### config.mk
export PLATFORM = sky130hd
export DESIGN_NAME = intensity_centroid_orientation
export DESIGN_NICKNAME = d
export VERILOG_FILES = /design/src/rtl/ico_pkg.sv /design/src/rtl/ico_accum.sv /design/src/rtl/ico_fifo.sv /design/src/rtl/ico_cordic.sv /design/src/rtl/intensity_centroid_orientation.sv
export SDC_FILE = /design/constraint.sdc
export NUM_CORES = 2
export LEC_CHECK = 0
export BUFFER_PORTS_ARGS = -buffer_cell sky130_fd_sc_hd__buf_2
export CORE_MARGIN = 3
export CORE_UTILIZATION = 40
export DETAILED_ROUTE_END_ITERATION = 16
export PLACE_DENSITY = 0.61
export SETUP_SLACK_MARGIN = 0.5
export SLEW_MARGIN = 0
export SYNTH_ARGS = -nofsm -noshare
export SYNTH_HDL_FRONTEND = slang
export SYNTH_SLANG_ARGS = --single-unit
export TNS_END_PERCENT = 50
### constraint.sdc
create_clock -name clk -period 9.68 [get_ports clk]
set_input_delay 0.968 -clock clk [delete_from_list [all_inputs] [get_ports clk]]
set_output_delay 0.968 -clock clk [all_outputs]
set_load 0.01 [all_outputs]
### src/rtl/ico_pkg.sv
`timescale 1ns / 1ps
// ----------------------------------------------------------------------------
// ico_pkg: shared definitions for intensity_centroid_orientation
// Field widths, register codes, rotation constants and the arctangent table.
// ----------------------------------------------------------------------------
package ico_pkg;

	// default largest patch side
	localparam int MAX_DIM_DEF = 64;

	// field widths
	localparam int PIXEL_W   = 8;
	localparam int CFG_W     = 7;
	localparam int CFG_IDX_W = 8;
	localparam int ANGLE_W   = 15;

	// register reset values
	localparam logic [CFG_W-1:0] PATCH_ROWS_RST = 7'd31;
	localparam logic [CFG_W-1:0] PATCH_COLS_RST = 7'd31;

	// register index codes
	typedef enum logic [CFG_IDX_W-1:0] {
		REG_PATCH_ROWS = 8'd0,
		REG_PATCH_COLS = 8'd1
	} cfg_reg_t;

	// rotation unit constants
	localparam int PRE_SHIFT    = 20;
	localparam int CORDIC_STEPS = 21;
	localparam int STEP_W       = $clog2(CORDIC_STEPS);
	localparam int Z_W          = 24;
	localparam int ANGLE_MAX    = 5760;
	localparam int ROUND_BITS   = 10;

	// output queue depth between accumulator and rotation unit
	localparam int Q_DEPTH = 4;

	// rotation unit sequencer
	typedef enum logic [1:0] {
		ST_IDLE,
		ST_RUN,
		ST_DONE
	} rot_state_t;

	// atan(2^-i) in degrees times 65536, rounded
	function automatic logic signed [Z_W-1:0] atan_lut(input logic [STEP_W-1:0] i);
		logic signed [Z_W-1:0] v;
		unique case (i)
			5'd0:    v = 24'sd2949120;
			5'd1:    v = 24'sd1740967;
			5'd2:    v = 24'sd919879;
			5'd3:    v = 24'sd466945;
			5'd4:    v = 24'sd234379;
			5'd5:    v = 24'sd117304;
			5'd6:    v = 24'sd58666;
			5'd7:    v = 24'sd29335;
			5'd8:    v = 24'sd14668;
			5'd9:    v = 24'sd7334;
			5'd10:   v = 24'sd3667;
			5'd11:   v = 24'sd1833;
			5'd12:   v = 24'sd917;
			5'd13:   v = 24'sd458;
			5'd14:   v = 24'sd229;
			5'd15:   v = 24'sd115;
			5'd16:   v = 24'sd57;
			5'd17:   v = 24'sd29;
			5'd18:   v = 24'sd14;
			5'd19:   v = 24'sd7;
			5'd20:   v = 24'sd4;
			default: v = '0;
		endcase
		return v;
	endfunction

endpackage

### src/rtl/ico_accum.sv
`timescale 1ns / 1ps
// ----------------------------------------------------------------------------
// ico_accum: pixel front end
// Holds the size registers, counts row and column, accumulates the column
// and row moments and pushes both moments when the last pixel of a patch
// is taken.
// ----------------------------------------------------------------------------
module ico_accum #(
	parameter int MAX_DIM = ico_pkg::MAX_DIM_DEF
) (
	input  logic                          clk,
	input  logic                          arst_n,
	// configuration writes
	input  logic                          cfg_we,
	input  logic [ico_pkg::CFG_IDX_W-1:0] cfg_index,
	input  logic [ico_pkg::CFG_W-1:0]     cfg_data,
	// pixel stream
	input  logic                          pix_valid,
	output logic                          pix_ready,
	input  logic [ico_pkg::PIXEL_W-1:0]   pix,
	// moment push toward the queue
	output logic                          push,
	input  logic                          q_full,
	output logic [3*$clog2(MAX_DIM)+8-1:0] col_mom,
	output logic [3*$clog2(MAX_DIM)+8-1:0] row_mom
);

	localparam int IDX_W = $clog2(MAX_DIM);
	localparam int MOM_W = 3 * IDX_W + 8;
	localparam int XW    = ico_pkg::CFG_W + $clog2(MAX_DIM + 1);
	localparam int PR_W  = IDX_W + ico_pkg::PIXEL_W;

	logic [ico_pkg::CFG_W-1:0] rows_cfg_q, cols_cfg_q;
	logic [IDX_W-1:0]          row_q, col_q;
	logic [MOM_W-1:0]          col_sum_q, row_sum_q;
	logic [XW-1:0]             rows_eff, cols_eff;
	logic [XW-1:0]             col_nxt, row_nxt;
	logic [PR_W-1:0]           col_prod, row_prod;
	logic [MOM_W-1:0]          col_sum_nxt, row_sum_nxt;
	logic                      take, row_end, patch_end;

	// size registers
	always_ff @(posedge clk or negedge arst_n) begin
		if (!arst_n) begin
			rows_cfg_q <= ico_pkg::PATCH_ROWS_RST;
			cols_cfg_q <= ico_pkg::PATCH_COLS_RST;
		end else if (cfg_we) begin
			unique case (cfg_index)
				ico_pkg::REG_PATCH_ROWS: rows_cfg_q <= cfg_data;
				ico_pkg::REG_PATCH_COLS: cols_cfg_q <= cfg_data;
				default: ;
			endcase
		end
	end

	// effective sizes: zero acts as one, clamp to MAX_DIM
	always_comb begin
		rows_eff = XW'(rows_cfg_q);
		cols_eff = XW'(cols_cfg_q);
		if (rows_cfg_q == '0)
			rows_eff = XW'(1);
		else if (rows_eff > XW'(MAX_DIM))
			rows_eff = XW'(MAX_DIM);
		if (cols_cfg_q == '0)
			cols_eff = XW'(1);
		else if (cols_eff > XW'(MAX_DIM))
			cols_eff = XW'(MAX_DIM);
	end

	// position and moment update
	assign pix_ready   = !q_full;
	assign take        = pix_valid && pix_ready;
	assign col_nxt     = XW'(col_q) + XW'(1);
	assign row_nxt     = XW'(row_q) + XW'(1);
	assign row_end     = !(col_nxt < cols_eff);
	assign patch_end   = row_end && !(row_nxt < rows_eff);
	assign col_prod    = col_q * pix;
	assign row_prod    = row_q * pix;
	assign col_sum_nxt = col_sum_q + MOM_W'(col_prod);
	assign row_sum_nxt = row_sum_q + MOM_W'(row_prod);

	assign push    = take && patch_end;
	assign col_mom = col_sum_nxt;
	assign row_mom = row_sum_nxt;

	always_ff @(posedge clk or negedge arst_n) begin
		if (!arst_n) begin
			row_q     <= '0;
			col_q     <= '0;
			col_sum_q <= '0;
			row_sum_q <= '0;
		end else if (take) begin
			if (!row_end) begin
				col_q     <= IDX_W'(col_nxt);
				col_sum_q <= col_sum_nxt;
				row_sum_q <= row_sum_nxt;
			end else if (!patch_end) begin
				col_q     <= '0;
				row_q     <= IDX_W'(row_nxt);
				col_sum_q <= col_sum_nxt;
				row_sum_q <= row_sum_nxt;
			end else begin
				col_q     <= '0;
				row_q     <= '0;
				col_sum_q <= '0;
				row_sum_q <= '0;
			end
		end
	end

endmodule

### src/rtl/ico_fifo.sv
`timescale 1ns / 1ps
// ----------------------------------------------------------------------------
// ico_fifo: moment queue
// Short first-in first-out buffer of moment pairs between the pixel front
// end and the rotation unit.
// ----------------------------------------------------------------------------
module ico_fifo #(
	parameter int W     = 52,
	parameter int DEPTH = ico_pkg::Q_DEPTH
) (
	input  logic         clk,
	input  logic         arst_n,
	input  logic         push,
	input  logic [W-1:0] wdata,
	output logic         full,
	input  logic         pop,
	output logic         valid,
	output logic [W-1:0] rdata
);

	localparam int PW = (DEPTH > 1) ? $clog2(DEPTH) : 1;
	localparam int CW = $clog2(DEPTH + 1);

	logic [W-1:0]  mem [DEPTH];
	logic [PW-1:0] wr_q, rd_q;
	logic [CW-1:0] cnt_q;
	logic          do_push, do_pop;

	assign full    = (cnt_q == CW'(DEPTH));
	assign valid   = (cnt_q != '0);
	assign do_push = push && !full;
	assign do_pop  = pop && valid;
	assign rdata   = mem[rd_q];

	// storage
	always_ff @(posedge clk) begin
		if (do_push)
			mem[wr_q] <= wdata;
	end

	// pointers and fill count
	always_ff @(posedge clk or negedge arst_n) begin
		if (!arst_n) begin
			wr_q  <= '0;
			rd_q  <= '0;
			cnt_q <= '0;
		end else begin
			if (do_push)
				wr_q <= (wr_q == PW'(DEPTH - 1)) ? '0 : wr_q + PW'(1);
			if (do_pop)
				rd_q <= (rd_q == PW'(DEPTH - 1)) ? '0 : rd_q + PW'(1);
			if (do_push && !do_pop)
				cnt_q <= cnt_q + CW'(1);
			else if (do_pop && !do_push)
				cnt_q <= cnt_q - CW'(1);
		end
	end

endmodule

### src/rtl/ico_cordic.sv
`timescale 1ns / 1ps
// ----------------------------------------------------------------------------
// ico_cordic: orientation back end
// Takes one moment pair from the queue, runs the vectoring rotation one
// step per cycle, rounds the angle and holds it in the output register.
// ----------------------------------------------------------------------------
module ico_cordic #(
	parameter int MAX_DIM = ico_pkg::MAX_DIM_DEF
) (
	input  logic                          clk,
	input  logic                          arst_n,
	// moment pair from the queue
	input  logic                          q_valid,
	output logic                          q_pop,
	input  logic [3*$clog2(MAX_DIM)+8-1:0] col_mom,
	input  logic [3*$clog2(MAX_DIM)+8-1:0] row_mom,
	// result
	output logic                          res_valid,
	input  logic                          res_ready,
	output logic [ico_pkg::ANGLE_W-1:0]   res_angle,
	output logic                          res_empty
);

	localparam int IDX_W = $clog2(MAX_DIM);
	localparam int MOM_W = 3 * IDX_W + 8;
	localparam int CW    = MOM_W + ico_pkg::PRE_SHIFT + 3;
	localparam int Z_W   = ico_pkg::Z_W;

	ico_pkg::rot_state_t state_q, state_nxt;

	logic signed [CW-1:0]              x_q, y_q, dx, dy;
	logic signed [Z_W-1:0]             z_q, z_rnd;
	logic [ico_pkg::STEP_W-1:0]        step_q;
	logic                              empty_q;
	logic                              out_valid_q, out_empty_q;
	logic [ico_pkg::ANGLE_W-1:0]       out_angle_q, angle_fin;
	logic                              load, iterate, finish;

	// state register
	always_ff @(posedge clk or negedge arst_n) begin
		if (!arst_n)
			state_q <= ico_pkg::ST_IDLE;
		else
			state_q <= state_nxt;
	end

	// sequencer
	always_comb begin
		state_nxt = state_q;
		load      = 1'b0;
		iterate   = 1'b0;
		finish    = 1'b0;
		unique case (state_q)
			ico_pkg::ST_IDLE: begin
				if (q_valid) begin
					load      = 1'b1;
					state_nxt = ico_pkg::ST_RUN;
				end
			end
			ico_pkg::ST_RUN: begin
				iterate = 1'b1;
				if (step_q == ico_pkg::STEP_W'(ico_pkg::CORDIC_STEPS - 1))
					state_nxt = ico_pkg::ST_DONE;
			end
			ico_pkg::ST_DONE: begin
				if (!out_valid_q || res_ready) begin
					finish    = 1'b1;
					state_nxt = ico_pkg::ST_IDLE;
				end
			end
			default: state_nxt = ico_pkg::ST_IDLE;
		endcase
	end

	assign q_pop = load;

	// one rotation step; shifts floor toward minus infinity
	assign dx = y_q >>> step_q;
	assign dy = x_q >>> step_q;

	always_ff @(posedge clk) begin
		if (load) begin
			x_q     <= $signed({3'b000, row_mom, {ico_pkg::PRE_SHIFT{1'b0}}});
			y_q     <= $signed({3'b000, col_mom, {ico_pkg::PRE_SHIFT{1'b0}}});
			z_q     <= '0;
			step_q  <= '0;
			empty_q <= (col_mom == '0) && (row_mom == '0);
		end else if (iterate) begin
			step_q <= step_q + ico_pkg::STEP_W'(1);
			if (y_q[CW-1]) begin
				x_q <= x_q - dx;
				y_q <= y_q + dy;
				z_q <= z_q - ico_pkg::atan_lut(step_q);
			end else begin
				x_q <= x_q + dx;
				y_q <= y_q - dy;
				z_q <= z_q + ico_pkg::atan_lut(step_q);
			end
		end
	end

	// round to 1/64 degree, clamp at 90 degrees
	assign z_rnd = z_q + Z_W'(512);
	always_comb begin
		angle_fin = '0;
		if (!empty_q && !z_q[Z_W-1]) begin
			if ((z_rnd >>> ico_pkg::ROUND_BITS) > Z_W'(ico_pkg::ANGLE_MAX))
				angle_fin = ico_pkg::ANGLE_W'(ico_pkg::ANGLE_MAX);
			else
				angle_fin = ico_pkg::ANGLE_W'(z_rnd >>> ico_pkg::ROUND_BITS);
		end
	end

	// output register
	always_ff @(posedge clk or negedge arst_n) begin
		if (!arst_n)
			out_valid_q <= 1'b0;
		else if (finish)
			out_valid_q <= 1'b1;
		else if (res_ready)
			out_valid_q <= 1'b0;
	end

	always_ff @(posedge clk) begin
		if (finish) begin
			out_angle_q <= angle_fin;
			out_empty_q <= empty_q;
		end
	end

	assign res_valid = out_valid_q;
	assign res_angle = out_angle_q;
	assign res_empty = out_empty_q;

endmodule

### src/rtl/intensity_centroid_orientation.sv
`timescale 1ns / 1ps
// ----------------------------------------------------------------------------
// intensity_centroid_orientation: patch orientation by intensity centroid
// Streams gray pixels of square or rectangular patches in raster order and
// returns atan2(column moment, row moment) per patch in 1/64 degree units.
// ----------------------------------------------------------------------------
// Usage:
//  - s_tdata carries one 8-bit pixel per transfer, raster order. One pixel is
//    taken per cycle while the moment queue has room.
//  - cfg_* writes patch_rows (index 0) and patch_cols (index 1); cfg_ready is
//    always high. Write only while the block is idle.
//  - m_tdata carries the angle (0..5760) and m_tuser the empty-patch flag, one
//    transfer per patch, after the last pixel of that patch.
//  - Result path: with the rotation unit idle, the last pixel's moments are
//    queued, loaded, rotated and rounded into the output register.
//  - Throughput: pixels at one per cycle while the queue has room; the rotation
//    unit takes one patch at a time (load, 21 steps, round), so patches arriving
//    faster than it ends them fill the 4-entry moment queue, then s_tready drops.
//  - Stall: a held m_tvalid keeps the rotation unit waiting in its final
//    state; the queue keeps filling until full, then pixels back-pressure.
//  - Reset: counters, sums, queue and output clear; sizes return to 31 x 31.
// ----------------------------------------------------------------------------
module intensity_centroid_orientation #(
	parameter int MAX_DIM = ico_pkg::MAX_DIM_DEF
) (
	input  logic                          clk,
	input  logic                          arst_n,
	// pixel stream
	input  logic                          s_tvalid,
	output logic                          s_tready,
	input  logic [7:0]                    s_tdata,   // [7:0] pixel
	// result stream
	output logic                          m_tvalid,
	input  logic                          m_tready,
	output logic [15:0]                   m_tdata,   // [14:0] angle, [15] zero
	output logic                          m_tuser,   // [0] empty_patch
	// configuration writes
	input  logic                          cfg_valid,
	output logic                          cfg_ready,
	input  logic [ico_pkg::CFG_IDX_W-1:0] cfg_index,
	input  logic [ico_pkg::CFG_W-1:0]     cfg_data
);

	localparam int MOM_W = 3 * $clog2(MAX_DIM) + 8;

	logic                          push, q_full, q_valid, q_pop;
	logic [MOM_W-1:0]              col_mom, row_mom, q_col, q_row;
	logic [ico_pkg::ANGLE_W-1:0]   angle;

	assign cfg_ready = 1'b1;

	// front end: counters and moments
	ico_accum #(
		.MAX_DIM(MAX_DIM)
	) u_accum (
		.clk       (clk),
		.arst_n    (arst_n),
		.cfg_we    (cfg_valid && cfg_ready),
		.cfg_index (cfg_index),
		.cfg_data  (cfg_data),
		.pix_valid (s_tvalid),
		.pix_ready (s_tready),
		.pix       (s_tdata),
		.push      (push),
		.q_full    (q_full),
		.col_mom   (col_mom),
		.row_mom   (row_mom)
	);

	// moment queue
	ico_fifo #(
		.W     (2 * MOM_W),
		.DEPTH (ico_pkg::Q_DEPTH)
	) u_fifo (
		.clk    (clk),
		.arst_n (arst_n),
		.push   (push),
		.wdata  ({col_mom, row_mom}),
		.full   (q_full),
		.pop    (q_pop),
		.valid  (q_valid),
		.rdata  ({q_col, q_row})
	);

	// back end: rotation and rounding
	ico_cordic #(
		.MAX_DIM(MAX_DIM)
	) u_cordic (
		.clk       (clk),
		.arst_n    (arst_n),
		.q_valid   (q_valid),
		.q_pop     (q_pop),
		.col_mom   (q_col),
		.row_mom   (q_row),
		.res_valid (m_tvalid),
		.res_ready (m_tready),
		.res_angle (angle),
		.res_empty (m_tuser)
	);

	assign m_tdata = {1'b0, angle};

endmodule

==> impl_metrics.csv <==
group,metric,value,unit
run_status,status,"complete, no violations",
global_route,grt_start_max_net_pins,75,
worst_setup_path,cp.arrival,8.43,ns
timing,finalSetupTns,0,ns
worst_setup_path,path_max_fanout,62,
floorplan,io_pins,48,
layout,fill_cells,9221,
layout,final_cell_area,0.0419,sq mm
synthesis,netlist_instances,3998,
timing,rsz0062_at_grt,"no",
floorplan,num_rows,113,
worst_setup_path,slowest_delay,0.99,ns
worst_setup_path,cp-end-kind,"flop",
drt,vias,31400,
synthesis,ys_types,111,
worst_setup_path,worstSetupPathType,"reg -> reg",
min_path,hold_class,"in -> async",
synthesis,synth_edf_count,276,
global_route,grt-ovfl-total,0,
drt,via_per_inst,6.00,
synthesis,ys.flop_type,"edfxtp_1",
placed_design,placed_cells,5131,
synthesis,syn-cell-area,0.0390,sq mm
worst_setup_path,crit_buf_inv,1,
timing,finalHoldViolCount,0,
global_route,grt_pass1_vias,29800,
timing,worst_pin_slew,1.10,ns
timing,relSlewSlack,0.267,
clock_tree,htreeDepth,2,
clock_tree,cts_buffer_depth,3,
layout,synthToLayoutAreaGrowth,7.47,%
layout,layout.cells.non_filler,5230,
clock_tree,cts_setup_buffers,0,
placed_design,place_area,0.0402,sq mm
clock_tree,clk_pin_slew,0.06,ns
worst_setup_path,crit_slowest_cell,"dfxtp_4",
global_route,grt_usage,0.221,
floorplan,die-area,0.101,sq mm
drt,route.detailed.drc,0,
worst_setup_path,path_common_cell,"a21oi_1",
timing,setup_viol,0,
synthesis,synth-async-reset-ratio,0.191,
layout,multi_input_area,0.0247,sq mm
synthesis,synth_fp_nets,4323,
worst_setup_path,startpoint_type,"flop",
timing,clock_skew,0.0221,ns
layout,drive_above_1_share,0.127,
timing,min_period,7.95,ns
synthesis,ys_warn_count,0,
global_route,antenna_found_initial,0,
clock_tree,cts_tree,"done",
clock_tree,ctsResizeCount,0,
floorplan,core-area,0.0959,sq mm
worst_setup_path,required,10.16,ns
placed_design,gp_congestion,0.990,
timing,setup_slack,1.73,ns
drt,wl,115,mm
placed_design,port_buffers,45,
floorplan,fp.dieW,318,um
worst_setup_path,cp_cell_sequence,"buf_4 -> mux4_2 -> nand2_1 -> a21oi_1 -> a2111oi_1 -> and3_1 -> and4b_1 -> and2_1 -> nand2_1 -> nor2_2 -> nor2_1 -> xor2_1 -> ha_1 -> and2_1 -> nand3_1 -> or3b_2 -> a211oi_1 -> nor3_1 -> a41oi_1 -> a21oi_1 -> o21ai_0 -> a21oi_1 -> xnor2_1 -> o22ai_1",
layout,seqCellArea,0.0125,sq mm
worst_setup_path,cp_top_family,"simple AND/OR/NAND/NOR gates",
timing,fmax,126,MHz
floorplan,die_y,318,um
synthesis,ys_seq_area_frac,0.319,
floorplan,initial_utilization,0.407,
timing,post-route-period-util,0.821,
global_route,grt_pass1_wl,179,mm
clock_tree,numCtsBuffers,52,
drt,avgRoutedWirePerCell,22.0,um
clock_tree,cts_hold_buf,0,
placed_design,dpl.hpwl,84.6,mm
drt,drt_first_pass_iters,6,
clock_tree,clkLatencyLatePin,0.63,ns
drt,ant_nets,0,
clock_tree,clkSinkCount,461,
placed_design,post-place-ws,1.93,ns
clock_tree,root_buffer,"clkbuf_16",
timing,slew_viol_final,0,
drt,drt_iter0_drc,3158,
run,cap_violations,0,
synthesis,avgSynthCellArea,9.75,sq um
layout,nNetsFinal,4245,
synthesis,yosys_register_bits,461,
-- through the flow --
step / hold slack, ns / util
detailed placement: 0.456 / 0.419
finish: 0.290 / 0.437
CTS: 0.263 / 0.437
global placement: 0.449 / 0.419
floorplan: 0.432 / -
global route: 0.279 / 0.437
-- layout by cell type (no fill, tap or decap), types with 41 or more instances in the layout --
| cell | count |
|---|---|
| nor2_1 | 234 |
| mux2_2 | 72 |
| nand2_1 | 414 |
| mux2i_1 | 103 |
| dfxtp_1 | 91 |
| ha_1 | 221 |
| xor2_1 | 110 |
| and3_1 | 46 |
| buf_4 | 49 |
| inv_1 | 215 |
| nand2b_1 | 41 |
| nor3_1 | 52 |
| xnor2_1 | 163 |
| a21o_1 | 80 |
| edfxtp_1 | 276 |
| a31oi_1 | 52 |
| nand3_1 | 87 |
| buf_2 | 44 |
| dfrtp_1 | 76 |
| mux4_2 | 180 |
| o21ai_0 | 280 |
| and2_1 | 99 |
| clkbuf_16 | 54 |
| a21oi_1 | 262 |
| fa_1 | 76 |
-- worst register-to-register path, cell delays in order (launching register included) --
cell and delay [ns]:
dfxtp_4 0.99, buf_4 0.59, mux4_2 0.61, nand2_1 0.09, a21oi_1 0.09, a2111oi_1 0.88, and3_1 0.35, and4b_1 0.40
and2_1 0.30, nand2_1 0.13, nor2_2 0.22, nor2_1 0.08, xor2_1 0.16, ha_1 0.36, and2_1 0.19, nand3_1 0.18
or3b_2 0.54, a211oi_1 0.41, nor3_1 0.23, a41oi_1 0.31, a21oi_1 0.16, o21ai_0 0.20, a21oi_1 0.10, xnor2_1 0.14
o22ai_1 0.09
-- layer usage --
metal | track usage | vias up | part of all wire
li1 | - | 14600 | -
met1 | 0.306 | 15300 | 0.43
met2 | 0.348 | 1266 | 0.45
met3 | 0.0341 | 252 | 0.074
met4 | 0.0835 | 0 | 0.042
met5 | 0 | - | 0
-- worst paths after layout --
kind / cells past startpoint / start / slack (ns) / end
max in group asynchronous: 2 / arst_n / 8.10 / u_fifo.rd_q[0]$_DFFE_PN0P_
worst min register to register: 2 / u_cordic.z_q[3]$_SDFFE_PP0P_ / 0.47 / u_cordic.z_q[3]$_SDFFE_PP0P_
worst max-delay path: 24 / u_cordic.step_q[0]$_SDFFE_PP0P_ / 1.73 / u_cordic.y_q[48]$_SDFFE_PP0P_
worst min-delay path: 1 / arst_n / 0.29 / u_accum.col_sum_q[7]$_DFFE_PN0P_
min in group clk: 2 / u_cordic.z_q[3]$_SDFFE_PP0P_ / 0.47 / u_cordic.z_q[3]$_SDFFE_PP0P_
worst max register to register: 24 / u_cordic.step_q[0]$_SDFFE_PP0P_ / 1.73 / u_cordic.y_q[48]$_SDFFE_PP0P_
-- state kept, by name, summed over array words and instances (netlist names), 3 cells and up, named ones only --
signal              cells
u_cordic.y_q           49
u_accum.row_q           6
u_fifo.mem            208
u_cordic.x_q           49
u_accum.cols_cfg_q      7
u_accum.col_sum_q      26
u_cordic.res_angle     14
u_accum.rows_cfg_q      7
u_cordic.z_q           24
u_accum.col_q           6
u_cordic.step_q         5
u_fifo.cnt_q            3
u_accum.row_sum_q      26
-- cell type report --
cell class	instances	share of cell area
multi-input cells	3092	0.589
flip-flops and latches	461	0.298
well taps	1265	0.0378
clock buffers	68	0.0338
inverters	220	0.0197
repair buffers	93	0.0140
clock inverters	30	0.00788
diodes	1	0.0000597
-- cells in the mapped netlist, drive strengths merged, types with 55 or more instances --
cell type  number  share of area
mux2i         104          0.027
dfxtp          97          0.050
xor2          110          0.025
edfxtp        276           0.21
nor3           55         0.0076
inv           220          0.021
mux4          182           0.11
a21oi         264          0.034
ha            221          0.071
nand3          87          0.011
dfrtp          78          0.050
xnor2         163          0.037
nor2          237          0.023
fa             76          0.039
o21ai         281          0.036
and2          104          0.017
a21o           80          0.015
mux2           75          0.022
clkbuf        141          0.014
buf            84          0.014
nand2         414          0.040
-- cells by family after synthesis --
family                   count (synthesis)  share of synthesized area
multiplexers                           361                      0.154
flip-flops                             461                      0.319
other                                    2                   0.000193
XOR/XNOR                               273                     0.0613
buffers and inverters                  445                     0.0487
AND/OR/NAND/NOR                       1147                      0.142
adder cells (fa/ha/maj)                297                      0.110
AO/OA/AOI/OAI                         1012                      0.165
Power is left out: the tool's default activity adds up to more than one toggle a clock period on the data nets, which glitch-free logic cannot reach.
